==> config.mk <==
export PLATFORM = sky130hd
export DESIGN_NAME = life_grid_engine_unit
export DESIGN_NICKNAME = d
export VERILOG_FILES = /design/src/rtl/lge_pkg.sv /design/src/rtl/lge_row_cell.sv /design/src/rtl/life_grid_engine_unit.sv
export SDC_FILE = /design/constraint.sdc
export NUM_CORES = 2
export LEC_CHECK = 0
export ABC_CLOCK_PERIOD_IN_PS = 13800
export BUFFER_PORTS_ARGS = -buffer_cell sky130_fd_sc_hd__buf_4
export CORE_ASPECT_RATIO = 0.6
export CORE_MARGIN = 2
export CORE_UTILIZATION = 40
export DETAILED_ROUTE_END_ITERATION = 16
export GPL_TIMING_DRIVEN = 0
export SETUP_SLACK_MARGIN = 0.5
export SLEW_MARGIN = 20
export SYNTH_ARGS = -nofsm -noshare
export SYNTH_HDL_FRONTEND = slang
export SYNTH_HIERARCHICAL = 1
export SYNTH_SLANG_ARGS = --single-unit
==> constraint.sdc <==
create_clock -name clock -period 13.8 [get_ports clock]
set_input_delay 1.38 -clock clock [delete_from_list [all_inputs] [get_ports clock]]
set_output_delay 1.38 -clock clock [all_outputs]
set_load 0.005 [all_outputs]
==> src/rtl/lge_pkg.sv <==
// Shared types and constants for the life grid engine.
package lge_pkg;

   typedef enum logic [1:0] {
      CMD_TOGGLE = 2'd0,
      CMD_STEP   = 2'd1,
      CMD_CLEAR  = 2'd2,
      CMD_READ   = 2'd3
   } lge_cmd_type;

   typedef enum logic [1:0] {
      ST_IDLE,
      ST_REDUCE,
      ST_PASS,
      ST_DONE
   } lge_state_type;

   // Control broadcast from the sequencer to every row cell.
   typedef struct packed {
      logic shift;       // sweep advances one column
      logic clear;       // kill the whole row
      logic first;       // sweep is at column 0
      logic last;        // sweep is at the last column
      logic step;        // write next generation
      logic toggle_col;  // toggle command and sweep is at the addressed column
   } lge_ctrl_type;

   localparam logic [3:0] LIFE_KEEP = 4'd2;
   localparam logic [3:0] LIFE_BORN = 4'd3;

endpackage

==> src/rtl/lge_row_cell.sv <==
// One grid row: a rotating register that evaluates one column per cycle while the sweep shifts.
module lge_row_cell #(
   parameter int GRID_WIDTH = 32
) (
   input  logic                 clock,
   input  logic                 reset,
   input  lge_pkg::lge_ctrl_type ctrl,
   input  logic                 sel,
   input  logic [2:0]           up_win,
   input  logic [2:0]           dn_win,
   output logic [2:0]           win,
   output logic [3:0]           cnt,
   output logic                 new_bit
);
   import lge_pkg::*;

   logic [GRID_WIDTH-1:0] row_ff;
   logic                  prev_ff;
   logic                  first_ff;
   logic                  left;
   logic                  center;
   logic                  right;

   // The ring rotates right once per column, so the current column sits at bit 0.
   // Already written columns wrap to the top, so the old values of the left
   // neighbor and of column 0 are kept aside.
   assign center = row_ff[0];
   assign left   = ctrl.first ? row_ff[GRID_WIDTH-1] : prev_ff;
   assign right  = ctrl.last ? first_ff : row_ff[1];
   assign win    = {left, center, right};

   assign cnt = {3'b000, up_win[0]} + {3'b000, up_win[1]} + {3'b000, up_win[2]}
              + {3'b000, dn_win[0]} + {3'b000, dn_win[1]} + {3'b000, dn_win[2]}
              + {3'b000, left} + {3'b000, right};

   always_comb begin
      if (ctrl.step) begin
         new_bit = center ? ((cnt == LIFE_KEEP) || (cnt == LIFE_BORN)) : (cnt == LIFE_BORN);
      end else if (ctrl.toggle_col && sel) begin
         new_bit = ~center;
      end else begin
         new_bit = center;
      end
   end

   always_ff @(posedge clock) begin
      if (reset || ctrl.clear) begin
         row_ff <= '0;
      end else if (ctrl.shift) begin
         row_ff <= {new_bit, row_ff[GRID_WIDTH-1:1]};
      end
   end

   always_ff @(posedge clock) begin
      if (ctrl.shift) begin
         prev_ff <= center;
         if (ctrl.first) begin
            first_ff <= center;
         end
      end
   end

endmodule

==> src/rtl/life_grid_engine_unit.sv <==
// Game of Life (B3/S23) engine on a GRID_HEIGHT x GRID_WIDTH torus, held in a ring
// of row cells. Toggle, step and read each sweep the grid once, one column per
// cycle in every row at the same time; clear wipes all rows at once without a
// sweep. An address beyond the grid is reduced first by repeated subtraction of
// GRID_HEIGHT from the row or GRID_WIDTH from the column, both being reduced in
// the same cycles. The result sits in an output register, so a new command is
// accepted while the previous result waits.
module life_grid_engine_unit #(
   parameter int GRID_HEIGHT = 32,
   parameter int GRID_WIDTH  = 32
) (
   input  logic       clock,
   input  logic       reset,
   input  logic       req_valid,
   output logic       req_stall,
   input  logic [1:0] req_cmd,
   input  logic [4:0] req_cell_row,
   input  logic [4:0] req_cell_col,
   output logic       rsp_valid,
   input  logic       rsp_stall,
   output logic       rsp_cell_alive,
   output logic [3:0] rsp_neighbor_count
);
   import lge_pkg::*;

   localparam int RW = $clog2(GRID_HEIGHT);
   localparam int CW = $clog2(GRID_WIDTH);
   localparam int RA = (RW > 5) ? RW : 5;
   localparam int CA = (CW > 5) ? CW : 5;

   lge_state_type state_ff, state_in;
   lge_cmd_type   cmd_ff;
   lge_ctrl_type  ctrl;
   logic [RA-1:0] row_ff;
   logic [CA-1:0] col_ff;
   logic [CW-1:0] col_cnt_ff;
   logic          res_alive_ff;
   logic [3:0]    res_cnt_ff;
   logic          rsp_valid_ff;
   logic          rsp_alive_ff;
   logic [3:0]    rsp_cnt_ff;
   logic          load_rsp;
   logic          row_over;
   logic          col_over;
   logic          last_col;
   logic          col_hit;
   logic          req_take;

   logic [2:0] win_arr [GRID_HEIGHT];
   logic [3:0] cnt_arr [GRID_HEIGHT];
   logic       new_arr [GRID_HEIGHT];

   assign req_stall = (state_ff != ST_IDLE);
   assign req_take  = req_valid && !req_stall;
   assign row_over  = (int'(row_ff) >= GRID_HEIGHT);
   assign col_over  = (int'(col_ff) >= GRID_WIDTH);
   assign last_col  = (col_cnt_ff == CW'(GRID_WIDTH - 1));
   assign col_hit   = (col_cnt_ff == col_ff[CW-1:0]);

   for (genvar r = 0; r < GRID_HEIGHT; r++) begin : g_row
      lge_row_cell #(
         .GRID_WIDTH (GRID_WIDTH)
      ) u_cell (
         .clock   (clock),
         .reset   (reset),
         .ctrl    (ctrl),
         .sel     (row_ff[RW-1:0] == RW'(r)),
         .up_win  (win_arr[(r + GRID_HEIGHT - 1) % GRID_HEIGHT]),
         .dn_win  (win_arr[(r + 1) % GRID_HEIGHT]),
         .win     (win_arr[r]),
         .cnt     (cnt_arr[r]),
         .new_bit (new_arr[r])
      );
   end

   always_ff @(posedge clock) begin
      if (reset) begin
         state_ff <= ST_IDLE;
      end else begin
         state_ff <= state_in;
      end
   end

   always_comb begin
      state_in = state_ff;
      ctrl     = '0;
      load_rsp = 1'b0;
      case (state_ff)
         ST_IDLE: begin
            if (req_valid) begin
               state_in = ST_REDUCE;
            end
         end
         ST_REDUCE: begin
            if (!row_over && !col_over) begin
               if (cmd_ff == CMD_CLEAR) begin
                  ctrl.clear = 1'b1;
                  state_in   = ST_DONE;
               end else begin
                  state_in = ST_PASS;
               end
            end
         end
         ST_PASS: begin
            ctrl.shift      = 1'b1;
            ctrl.first      = (col_cnt_ff == '0);
            ctrl.last       = last_col;
            ctrl.step       = (cmd_ff == CMD_STEP);
            ctrl.toggle_col = col_hit && (cmd_ff == CMD_TOGGLE);
            if (last_col) begin
               state_in = ST_DONE;
            end
         end
         ST_DONE: begin
            if (!rsp_valid_ff || !rsp_stall) begin
               load_rsp = 1'b1;
               state_in = ST_IDLE;
            end
         end
         default: begin
            state_in = ST_IDLE;
         end
      endcase
   end

   // Address reduction modulo the grid size, one subtraction per cycle.
   always_ff @(posedge clock) begin
      if (req_take) begin
         cmd_ff <= lge_cmd_type'(req_cmd);
         row_ff <= RA'(req_cell_row);
         col_ff <= CA'(req_cell_col);
      end else if (state_ff == ST_REDUCE) begin
         if (row_over) begin
            row_ff <= row_ff - RA'(GRID_HEIGHT);
         end
         if (col_over) begin
            col_ff <= col_ff - CA'(GRID_WIDTH);
         end
      end
   end

   always_ff @(posedge clock) begin
      if (state_ff == ST_REDUCE) begin
         col_cnt_ff <= '0;
      end else if (state_ff == ST_PASS) begin
         col_cnt_ff <= col_cnt_ff + CW'(1);
      end
   end

   always_ff @(posedge clock) begin
      if (ctrl.clear) begin
         res_alive_ff <= 1'b0;
         res_cnt_ff   <= '0;
      end else if ((state_ff == ST_PASS) && col_hit) begin
         res_alive_ff <= new_arr[row_ff[RW-1:0]];
         res_cnt_ff   <= (cmd_ff == CMD_STEP) ? 4'd0 : cnt_arr[row_ff[RW-1:0]];
      end
   end

   always_ff @(posedge clock) begin
      if (reset) begin
         rsp_valid_ff <= 1'b0;
      end else if (load_rsp) begin
         rsp_valid_ff <= 1'b1;
      end else if (!rsp_stall) begin
         rsp_valid_ff <= 1'b0;
      end
   end

   always_ff @(posedge clock) begin
      if (load_rsp) begin
         rsp_alive_ff <= res_alive_ff;
         rsp_cnt_ff   <= res_cnt_ff;
      end
   end

   assign rsp_valid          = rsp_valid_ff;
   assign rsp_cell_alive     = rsp_alive_ff;
   assign rsp_neighbor_count = rsp_cnt_ff;

`ifndef SYNTHESIS
   a_take_starts_reduce: assert property (@(posedge clock) disable iff (reset)
      req_take |=> (state_ff == ST_REDUCE))
      else $error("accepted transaction did not start address reduction");

   a_sweep_ends: assert property (@(posedge clock) disable iff (reset)
      ((state_ff == ST_PASS) && last_col) |=> (state_ff == ST_DONE))
      else $error("column sweep overran the last column");

   a_addr_in_range: assert property (@(posedge clock) disable iff (reset)
      (state_ff == ST_PASS) |-> (!row_over && !col_over))
      else $error("sweep running with an unreduced address");

   a_rsp_from_done: assert property (@(posedge clock) disable iff (reset)
      $rose(rsp_valid_ff) |-> ($past(state_ff) == ST_DONE))
      else $error("response raised outside the completion state");

   a_zero_count: assert property (@(posedge clock) disable iff (reset)
      ($rose(rsp_valid_ff) && ((cmd_ff == CMD_STEP) || (cmd_ff == CMD_CLEAR)))
      |-> (rsp_cnt_ff == 4'd0))
      else $error("nonzero neighbor count for step or clear");
`endif

endmodule

Word level (Yosys, flattened, before mapping) --
Cells that the tools add are included.
Operators by class: $add $sub $neg 225, $lt $le $gt $ge 1, eq/ne operators 106, mux-type cells 180, bitwise gates (word level) 33, reduce and logical (&&, ||, !) cells 79
Operators by type and width (number):
- adder 4 x 1 -> 4 bit | 192
- == test 4 x 2 -> 1 bit (second input constant) | 64
- two-way mux 1 bit | 170
- == test 5 bit (second input constant) | 17
- adder 1 x 1 -> 2 bit | 32
- == test 5 x 4 -> 1 bit (second input constant) | 8
- logical AND 1 bit | 35
- logical OR 1 bit | 34
- inverter 1 bit | 32
- binary-select mux 4 bit (select 5 bit) | 1
- == test 5 x 3 -> 1 bit (second input constant) | 4
- two-way mux 4 bit | 4
- == test 5 x 2 -> 1 bit (second input constant) | 2
- logical NOT 5 bit | 2
- one-hot mux 2 bit (4 select lines) | 1
- == test 2 bit (second input constant) | 3
- greater-or-equal comparator 6 bit (second input constant) | 1
- two-way mux 2 bit | 3
- inequality test 2 bit (second input constant) | 3
- inverter 5 -> 6 bit | 1
- adder 5 x 1 -> 5 bit (second input constant) | 1
- binary-select mux 1 bit (select 5 bit) | 1
- == test 5 x 1 -> 1 bit (second input constant) | 1
- == test 5 bit | 1
- other kinds (7) | 11
Word-level totals: flip-flop bits (word level) 1118, input bits 16, logic and storage cells 730

Logic depth before layout (Yosys ltp) --
word-level depth 18, depth in mapped cells 18, mapped depth without buffers 17

Modules after synthesis --
Netlist, hierarchy kept.
By module, submodules not included:
- lge_row_cell (g_row[0].u_cell ...) | instances 31, cells each 130, area each 1432.6 µm², sequential area each 700.7 µm²
- life_grid_engine_unit | instances 1, cells each 260, area each 2797.7 µm², sequential area each 770.7 µm²
- lge_row_cell (g_row[15].u_cell) | instances 1, cells each 130, area each 1430.1 µm², sequential area each 700.7 µm²

Least setup slack after synthesis --
Ideal clock, no wire load.
path kind register to register, from register state_ff[0], to register res_alive_ff, arrival 10.312 ns, required time 13.683 ns, setup slack 3.371 ns, cell stages (with the launch flop) 19, period minus slack after synthesis 10.429 ns, cells stage by stage dfxtp_1 > inv_1 > ha_1 > clkbuf_1 > inv_1 > nor4_1 > mux2_2 > buf_4 > fa_1 > fa_1 > ha_1 > fa_1 > o211ai_1 > a211o_1 > nand2_1 > mux4_2 > mux2i_1 > o2111ai_1 > a32o_1
RTL lines:
- start, declared | RTL line life_grid_engine_unit.sv:31 | lge_state_type state_ff, state_in;
- start signal, assigned | RTL line life_grid_engine_unit.sv:80 | state_ff <= state_in;
- end signal, assigned | RTL line life_grid_engine_unit.sv:155 | res_alive_ff <= new_arr[row_ff[RW-1:0]];
- end, declared | RTL line life_grid_engine_unit.sv:37 | logic res_alive_ff;

==> results.json <==
{
  "drt_iter0_markers": 1861,
  "period_needed_ps": 7261,
  "status": "finished, final reports clean",
  "p_leak_nw": 21.09,
  "grt_start_max_net_pins": 59,
  "grt.total_usage_pct": 15.95,
  "timing.hold.ws_ps": 440.9,
  "grt_overflow": 0,
  "route.detailed.drc": 0,
  "nFillCells": 11244,
  "path_cells": "inv_1, ha_4, buf_16, clkbuf_1, inv_1, nor4_2, buf_4, buf_4, buf_2, buf_2, buf_2, mux2_2, buf_4, fa_1, fa_1, ha_1, fa_1, xor2_1, a211o_1, nand2_1, mux4_2, nand2_1, o2111ai_1, a32o_1",
  "dieArea_um2": 124500,
  "power.density_nw_per_um2": 162.1,
  "dr_wl_met2_mm": 36.61,
  "yosysTopAreaCell": "dfxtp_1",
  "clock.fmax_mhz": 137.7,
  "synth_edf_count": 81,
  "numCtsBuffers": 100,
  "maxCapViolations": 0,
  "syn-instance-count": 4420,
  "start_kind": "flip-flop",
  "dp_slack_ps": 6600,
  "tightestPinTransition_ps": 878.4,
  "ys_ff_latch": 1118,
  "postSynth.asyncResetShare_pct": 0,
  "num_rows": 99,
  "wl_met1_mm": 55.72,
  "h-tree-depth": 3,
  "critPathMaxFanout": 28,
  "final_max_slew_viol_count": 0,
  "setup_tns_ps": 0,
  "synth_fp_nets": 4668,
  "start_util_pct": 40.15,
  "fp.dieH_um": 274.1,
  "slew_headroom_pct": 41.32,
  "ctsResizeCount": 0,
  "instances_no_fill": 6260,
  "drive_above_1_share_pct": 15.92,
  "synth_cell_types": 44,
  "core_area_um2": 121100,
  "vdd_drop_max_v": 0.00009604,
  "crit_type": "reg -> reg",
  "grt_antenna_before_repair": 2,
  "dr_wl_met3_mm": 4.931,
  "cp_slowest_stage_delay_ps": 580,
  "endpoint_kind": "flip-flop",
  "cp.required_ps": 14380,
  "fin_crit_sh_pct": 52.62,
  "avgViaCountPerCell": 4.786,
  "place_congestion": 0.8951,
  "grt_pass1_vias": 28259,
  "cts_sinks": 1118,
  "hold_viol": 0,
  "finalSetupViolCount": 0,
  "final_antenna_net_count": 0,
  "final.setup_skew_ps": 17.93,
  "grt_first_pass_wirelength_mm": 159.4,
  "dpl_cell_area_um2": 51060,
  "multiInputGateArea_um2": 23220,
  "die_w_um": 454.2,
  "wl_per_cell_um": 15.89,
  "cts-root-buf": "clkbuf_16",
  "clk_path_buf_depth": 3,
  "areaGrowthSynthToFinish_pct": 11.83,
  "ys_warn_count": 6,
  "clock_latency_ps": 690,
  "clkTransAtPathRegs_ps": 70,
  "final_cell_area_um2": 54390,
  "ys.flop_type": "dfxtp_1",
  "slowest_stage": "nor4_2",
  "dr.pass1.iters": 5,
  "arrival_ps": 7840,
  "nets": 4812,
  "num_vias": 29960,
  "hold_buffers": 0,
  "post_cts_buffers": 0,
  "syn_avg_cell_area_um2": 11.00,
  "hp-class": "reg -> reg",
  "yosysTopAreaCellShare_pct": 42.68,
  "synth_most_common_cell": "nor2_1",
  "dp_hpwl_mm": 72.21,
  "ys_top_cells_by_count": "1,087 x nor2_1, 1,047 x mux2i_1, 1,037 x dfxtp_1, 165 x buf_2, 162 x buf_4",
  "synth_area_leaders": "dfxtp_1 43%, mux2i_1 22%, nor2_1 8.4%",
  "ios": 23,
  "routed.top_layer": "met4",
  "worst_slack_ps": 6539,
  "place_inst": 6078,
  "io_buffers": 22,
  "routed_wl_mm": 99.44,
  "tritoncts": "built",
  "rsz0062_at_grt": "false",
  "seq_area_um2": 23190,
  "yosysSeqAreaShare_pct": 47.68,
  "netlist_area_um2": 48640
}
critical path: cells and delay by family (launching register included):
kind / cells / cell delay, ps
flip-flops: 1 / 360
adder cells (fa/ha/maj): 5 / 1930
AO/OA/AOI/OAI: 3 / 660
multiplexers: 2 / 910
XOR/XNOR: 1 / 250
AND/OR/NAND/NOR: 3 / 780
buffers and inverters: 10 / 2250
layout make-up:
class                   count  share of cell area (%)
flip-flops and latches   1118                   42.64
clock inverters            31                  0.5337
well taps                1616                   3.717
diodes                      2                0.009201
multi-input cells        2921                   42.69
inverters                   8                 0.05521
clock buffers             149                   5.580
plain buffers             373                   4.113
repair buffers             42                  0.6671
worst paths after layout:
| check | end | slack [ps] | cells after the start | startpoint |
|---|---|---|---|---|
| max | res_alive_ff$_SDFFE_PP0P_ | 6540 | 24 | state_ff[0]$_SDFFE_PP0P_ |
| min | rsp_neighbor_count[0]$_DFFE_PP_ | 440 | 0 | res_cnt_ff[0]$_SDFFE_PP0P_ |
| max reg2reg | res_alive_ff$_SDFFE_PP0P_ | 6540 | 24 | state_ff[0]$_SDFFE_PP0P_ |
| min reg2reg | rsp_neighbor_count[0]$_DFFE_PP_ | 440 | 0 | res_cnt_ff[0]$_SDFFE_PP0P_ |
metal layers:
| metal | track usage [%] | up-vias |
|---|---|---|
| li1 | - | 15222 |
| met1 | 25.85 | 14129 |
| met2 | 20.88 | 474 |
| met3 | 3.089 | 135 |
| met4 | 4.174 | 0 |
| met5 | 0 | - |
state kept, by name, summed over array words and instances, names as in the netlist:
signal                 cells
row_ff                     5
cmd_ff                     2
rsp_cell_alive             1
g_row.u_cell/prev_ff      32
res_alive_ff               1
rsp_neighbor_count         4
col_cnt_ff                 5
col_ff                     5
res_cnt_ff                 4
g_row.u_cell/first_ff     32
g_row.u_cell/row_ff     1024
rsp_valid                  1
state_ff                   2
where the power goes:
group	internal (W)	total [W]	leakage [nW]	switching, W
Combinational	0.00113	0.00257	10.3	0.00144
Sequential	0.00335	0.00342	9.11	0.0000690
Clock	0.00160	0.00282	1.64	0.00122
cells by family (layout without fill, tap and decap cells):
| kind of cell | count (synthesis) | count (layout) | share of synthesized area [%] |
|---|---|---|---|
| buffers and inverters | 381 | 603 | 4.661 |
| multiplexers | 1151 | 1151 | 24.65 |
| AND/OR/NAND/NOR | 1338 | 1338 | 11.25 |
| XOR/XNOR | 40 | 40 | 0.7203 |
| flip-flops | 1118 | 1118 | 47.68 |
| AO/OA/AOI/OAI | 160 | 160 | 3.097 |
| other | 0 | 2 | 0 |
| adder cells (fa/ha/maj) | 232 | 232 | 7.944 |
cells in the final DEF, fill, tap and decap left out, types with 63 or more instances in the layout:
master     Yosys  layout
buf_2        165     178
buf_4        162     187
clkbuf_1      41      63
clkbuf_16      0     107
dfxtp_1     1037    1037
edfxtp_1      81      81
fa_1         128     128
ha_1         104     103
mux2_2        74      74
mux2i_1     1047    1047
nand2_1       82      82
nor2_1      1087    1086
stage by stage:
stage | utilization, % | total power [W]
finish | 44.90 | 0.008818
global placement | 41.96 | 0.006021
CTS | 44.90 | 0.008917
floorplan | - | 0.005432
global route | 44.90 | 0.009258
detailed placement | 42.15 | 0.006059
(Power assumes the default switching activity.)
